$ cat src/hdl/aes_ram.sv
module aes_ram #(
  parameter int unsigned WIDTH = 128,
  parameter int unsigned DEPTH = 15
) (
  input  logic                     clk,
  input  logic                     we,
  input  logic [$clog2(DEPTH)-1:0] waddr,
  input  logic [WIDTH-1:0]         wdata,
  input  logic [$clog2(DEPTH)-1:0] raddr,
  output logic [WIDTH-1:0]         rdata
);

  logic [WIDTH-1:0] mem [DEPTH];

  always_ff @(posedge clk) begin
    if (we) begin
      mem[waddr] <= wdata;
    end
    rdata <= mem[raddr];
  end

endmodule

$ cat config.mk
export PLATFORM = sky130hd
export DESIGN_NAME = aes_ram
export DESIGN_NICKNAME = d
export VERILOG_FILES = /design/src/hdl/aes_ram.sv
export SDC_FILE = /design/constraint.sdc
export NUM_CORES = 2
export LEC_CHECK = 0
export ABC_CLOCK_PERIOD_IN_PS = 16700
export BUFFER_PORTS_ARGS = -buffer_cell sky130_fd_sc_hd__buf_4
export CAP_MARGIN = 30
export CORE_MARGIN = 10
export CORE_UTILIZATION = 61
export DETAILED_ROUTE_END_ITERATION = 12
export PLACE_DENSITY = 0.79
export SYNTH_ARGS = -nofsm -noshare
export SYNTH_HDL_FRONTEND = slang
export SYNTH_SLANG_ARGS = --single-unit
$ cat constraint.sdc
create_clock -name clk -period 16.7 [get_ports clk]
set_input_delay 2.505 -clock clk [delete_from_list [all_inputs] [get_ports clk]]
set_output_delay 2.505 -clock clk [all_outputs]
set_load 0.01 [all_outputs]
=== Word-level counts from Yosys, hierarchy flattened ===
Memory sizes are Yosys's and may differ from the RTL's. A register that Yosys moved wholly into a read port is not among the register bits.
Cells that the tools add are included.
Widths: inputs -> output; s select.

* Multiplexer cells: 2

{| class="wikitable"
|+ Operators with widths
! cell !! count
|-
| $mux 1 || 2
|}

* Flip-flop bits (word level): 0
* Memory bits (writable): 1920
* Input port bits: 138
* Output and inout port bits: 128
* Logic and storage cells: 3
* Memories kept: 1

{| class="wikitable"
|+ Memories
! name !! depth !! width !! rd ports !! clocked after Yosys merged registers in !! write ports !! RTL line !! text
|-
| mem || 15 || 128 || 1 || 1 || 1 || 13 || <nowiki>logic [WIDTH-1:0] mem [DEPTH];</nowiki>
|}

=== Depth between registers and ports, before layout ===
* Depth after elaboration: 2
* Mapped depth: 8
* Mapped depth without buffers: 4

=== Least setup slack after synthesis ===
Ideal clock, no wire load.

* Path kind: input-to-reg
* Start point: in waddr[2]
* End point: mem mem[0][0], enable pin
* Setup time: 774 ps
* Arrival: 11658 ps
* Data required time: 15926 ps
* Slack: 4268 ps
* Stages: 2
* Buffers on the path: 0
* Cell sequence: or3b_2 -> nor3_1

{| class="wikitable"
|+ RTL lines
! item !! RTL line !! text
|-
| start: declaration || 7 || <nowiki>input logic [$clog2(DEPTH)-1:0] waddr,</nowiki>
|-
| end: declaration || 13 ||
|}

Straight into the memory's write port.

==> summary by stage <==
Run status
The flow ran to the end, and the final reports show no timing, DRC or antenna violations.

Timing
Dividing the final minimum period by the clock period gives 0.347. The post-route clock skew is 0.0395 ns. Setup repair after global routing left no endpoint under its margin. The number of hold-slack violations in the final timing report is 0. For the pin with the worst max-slew slack, the measured transition is 1.23 ns.

The max-slew violation count is 0. Measured against its own limit, the worst slew margin works out to 0.180. The maximum clock rate is 173 MHz.

The final setup violation count is 0. In the final timing run, aggregate negative setup slack is 0 ns. The final critical delay including setup and external delays is 5.79 ns.

Pwr
The switching share of power is 0.210. Of the total power, combinational logic draws 0.052. The cell internal power dissipation is 8.45 mW. The clock network fraction of total power is 0.406. The net load switching power is 2.24 mW.

Dividing total power by cell area gives a power density of 125 nW/µm². For this design the static power due to leakage is 28.5 nW. The part of the total power dissipated in sequential elements is 0.542. The maximum VDD drop is 0.000136 V.

Finish
The share of layout cells above drive strength 1 is 0.219. The number of fill cells is 7,301. Once layout is complete, the cells apart from fillers number 5,819. Relative to the synthesized area, the layout overhead comes to 13.5%.

The final net count is 4,144.

Synth
The share of synthesized registers carrying an async set or reset is 0. During synthesis, Yosys emitted a total of 0 warnings. edfxtp_1 takes more of the synthesized area than any other cell. Sorting the synthesized cells by how often they occur yields 1,920 x edfxtp_1, 360 x mux2i_1, 268 x mux4_2. The average instance in the mapped netlist occupies 20.5 µm². The most numerous cell in the Yosys netlist is edfxtp_1. By area the synthesized netlist is led by edfxtp_1 76%, mux4_2 8.0%, mux2i_1 4.8%. The synthesized-area fraction occupied by adder cells is 0. In this run, synthesis inferred 1,920 flip-flops with an integrated enable. The number of different library cells in the post-synthesis netlist is 31. The synthesized design contains 2,048 register bits. The number of instances in the synthesized netlist is 3,682. The multiplexer share of the synthesized area is 0.127.

The area fraction in compound gates after synthesis is 0.0415. The post-synthesis net count is 3,820. For this run, the register share of the synthesized area comes to 0.796. For this run, the leading register cell type out of synthesis is edfxtp_1. Of the total synthesized cell area, the portion taken by AND, OR, NAND and NOR gates is 0.0192. The post-synthesis share of cell area spent on xor and xnor gates is 0. The area share of the largest cell type after synthesis is 0.762. The dominant combinational cell family by area after synthesis is multiplexers. The mapped netlist covers 75,700 µm².

Critical path
STA classifies the critical path startpoint as an input port. On the critical path, the stage with the largest delay is an instance of buf_4. In this design, the stage delay of the slowest critical-path cell is 0.84 ns. The start-to-end type of the worst setup path is input port to flop.

The worst register-to-register path begins at mem[6][109]$_DFFE_PP_. The critical path goes through buf_8 > buf_4 > buf_4 > buf_4 > buf_16 > mux4_2 > a22oi_1 > o21ai_1. The register-to-register path setup slack is 15.24 ns. The worst register-to-register path ends at rdata[109]$_DFF_P_.

For the worst flop-to-flop path, the logic depth is 3. At the worst endpoint, the required time is 17.34 ns. In this design, the critical path's most frequently occurring cell is buf_4.

The signal arrival time at the worst endpoint is 6.43 ns. In this run the worst path has a maximum fanout of 74. The endpoint class of the critical path is a flop.

Routing
The final wirelength is 172 mm. Dividing the detail-routed wire length by the instance count gives 29.6 µm. The count of nets left with antenna violations after detail routing is 0.

The number of iterations in the first detailed-routing pass is 6. The via density per instance is 6.48. The total number of vias is 37,700. The detailed router finished its first iteration with 4,527 violations.

The number of DRC violations after detailed routing is 0.

Clock network
In this run, CTS created clock tree buffers numbering 191. The number of setup buffers added after CTS is 0. For this design, the sink count on the clock tree is 2,048. CTS built an H-tree with a depth of 4. The root buffer cell is clkbuf_16.

The clock reaches the later pin of the worst-skew pair after 0.82 ns. The clock-pin slew of the registers on the worst-case setup and hold paths is 0.06 ns. The number of gates resized after CTS was 0. Buffers inserted to repair hold after CTS numbered 0. The clock tree from TritonCTS is yes. The maximum number of buffers from clock root to sink is 3.

Hold path
The path type of the worst min-delay path is flop to flop. The worst hold path terminates at rdata[23]$_DFF_P_. Counting instances, the worst hold path has a depth of 2. The beginning of the worst hold path is mem[14][23]$_DFFE_PP_.

GRT
The layer with the highest usage is met2. The overall overflow remaining after global route is 0. The via count of the first global-routing pass is 38,400. For this run, global-route usage on met1 was measured as 0.350.

The fraction of met2 tracks used by global routing is 0.396. The global-route wire length before repair is 253 mm. In the global route stage, overall resource usage came out at 0.249.

The largest net degree at the start of global routing is 132. The number of antenna violations at the first check in global routing came to 19. The met3 demand-to-capacity share in global routing is 0.0526.

Floorplanning
Row generation in the floorplan step produced 129 rows. The core box area is 123,000 µm². The effective utilization at floorplan is 0.613. The top-level I/O count is 266.

The floorplan step defined a die boundary enclosing 139,000 µm². The die boundary height is 372 µm. The floorplan step set the die width to 372 µm.

Flow run
Across the run, the number of max-cap violations was 0.

Placed design
Once placement completed, the tool counted placed cells totaling 5,447. The count of buffers added on input and output ports is 265. The HPWL after detailed placement is 83.2 mm.

The routability congestion estimate is 0.716.
[layer usage]
layer  vias to the layer above  wire, µm
met5                         -       171
met4                        24      4560
met3                       310     16800
met2                      2006     84200
met1                     19600     66600
li1                      15800         -
[per-stage QoR]
step | hold slack (ns) | cell area (µm²) | power (mW) | setup WS, ns | util
2_1_floorplan | 0.520 | 75700 | 6.20 | 4.27 | -
3_3_place_gp | 0.530 | 79300 | 6.44 | 9.82 | 0.642
3_5_place_dp | 0.537 | 79400 | 6.46 | 9.74 | 0.643
4_1_cts | 0.557 | 85800 | 10.7 | 10.55 | 0.695
5_1_grt | 0.594 | 85900 | 11.0 | 10.63 | 0.695
6_report | 0.554 | 85900 | 10.7 | 10.91 | 0.695
[how the worst max path moves through the flow]
stage              from                  end  slack, ns  cells past startpoint
2_1_floorplan  waddr[2]  mem[0][0]$_DFFE_PP_       4.27                      2
3_3_place_gp   raddr[0]     rdata[0]$_DFF_P_       9.82                      7
3_5_place_dp   raddr[0]    rdata[45]$_DFF_P_       9.74                      7
4_1_cts        raddr[0]    rdata[57]$_DFF_P_      10.55                      7
5_1_grt        raddr[0]   rdata[118]$_DFF_P_      10.63                      8
6_report       raddr[0]   rdata[118]$_DFF_P_      10.91                      8
[registers in the layout, indices dropped and copies added (netlist names)]
register / cells
rdata: 128
mem: 1920
[logic make-up (layout without fill, tap and decap cells)]
logic type / count (synthesis) / count (layout)
other cells: 0 / 9
buf+inv: 210 / 701
flops: 2048 / 2048
mux: 628 / 628
compound gates: 500 / 500
simple gates: 296 / 296
[cell usage in the layout, fill, tap and decap left out, types with 2 or more instances in the layout]
| cell type | n |
|---|---|
| a31oi_1 | 116 |
| a21oi_1 | 12 |
| clkinv_1 | 27 |
| clkinv_8 | 2 |
| o22ai_1 | 116 |
| clkinv_16 | 3 |
| a22oi_1 | 128 |
| mux4_2 | 268 |
| mux2i_1 | 360 |
| nand2b_1 | 120 |
| buf_8 | 4 |
| nand3b_1 | 2 |
| o21ai_1 | 103 |
| inv_6 | 5 |
| clkinv_2 | 31 |
| dfxtp_1 | 128 |
| inv_16 | 5 |
| o21ai_0 | 13 |
| buf_12 | 14 |
| diode_2 | 9 |
| o211ai_1 | 12 |
| clkbuf_8 | 19 |
| nor3_2 | 4 |
| nand2_1 | 130 |
| edfxtp_1 | 1920 |
| bufinv_16 | 16 |
| clkbuf_1 | 51 |
| nor2_1 | 18 |
| clkbuf_16 | 194 |
| buf_16 | 4 |
| nor2_4 | 13 |
| clkinvlp_4 | 4 |
| buf_4 | 315 |
| clkinv_4 | 3 |
[power groups by stage]
stage,clock network [mW],registers (mW),logic [mW]
after CTS,4.39,5.80,0.560
after detailed placement,0,5.90,0.556
final,4.34,5.80,0.556
after global placement,0,5.90,0.540
after floorplan,0,5.91,0.293
after global routing,4.60,5.80,0.598
[worst max-delay path, delay by kind of cell]
kind	cells	cell delay, ns
buffers and inverters	5	2.78
multiplexers	1	0.55
AO/OA/AOI/OAI	2	0.31
[layout make-up]
class | count | area, µm² | area share
Inverter | 3 | 18.8 | 0.000219
Clock buffer | 264 | 5310 | 0.0618
Timing Repair Buffer | 338 | 2830 | 0.0329
Tap cell | 1637 | 2050 | 0.0239
Clock inverter | 96 | 1060 | 0.0124
Sequential cell | 2048 | 60200 | 0.701
Multi-Input combinational cell | 1424 | 14400 | 0.167
Antenna cell | 9 | 22.5 | 0.000262
Power figures use the tool's default switching activity.
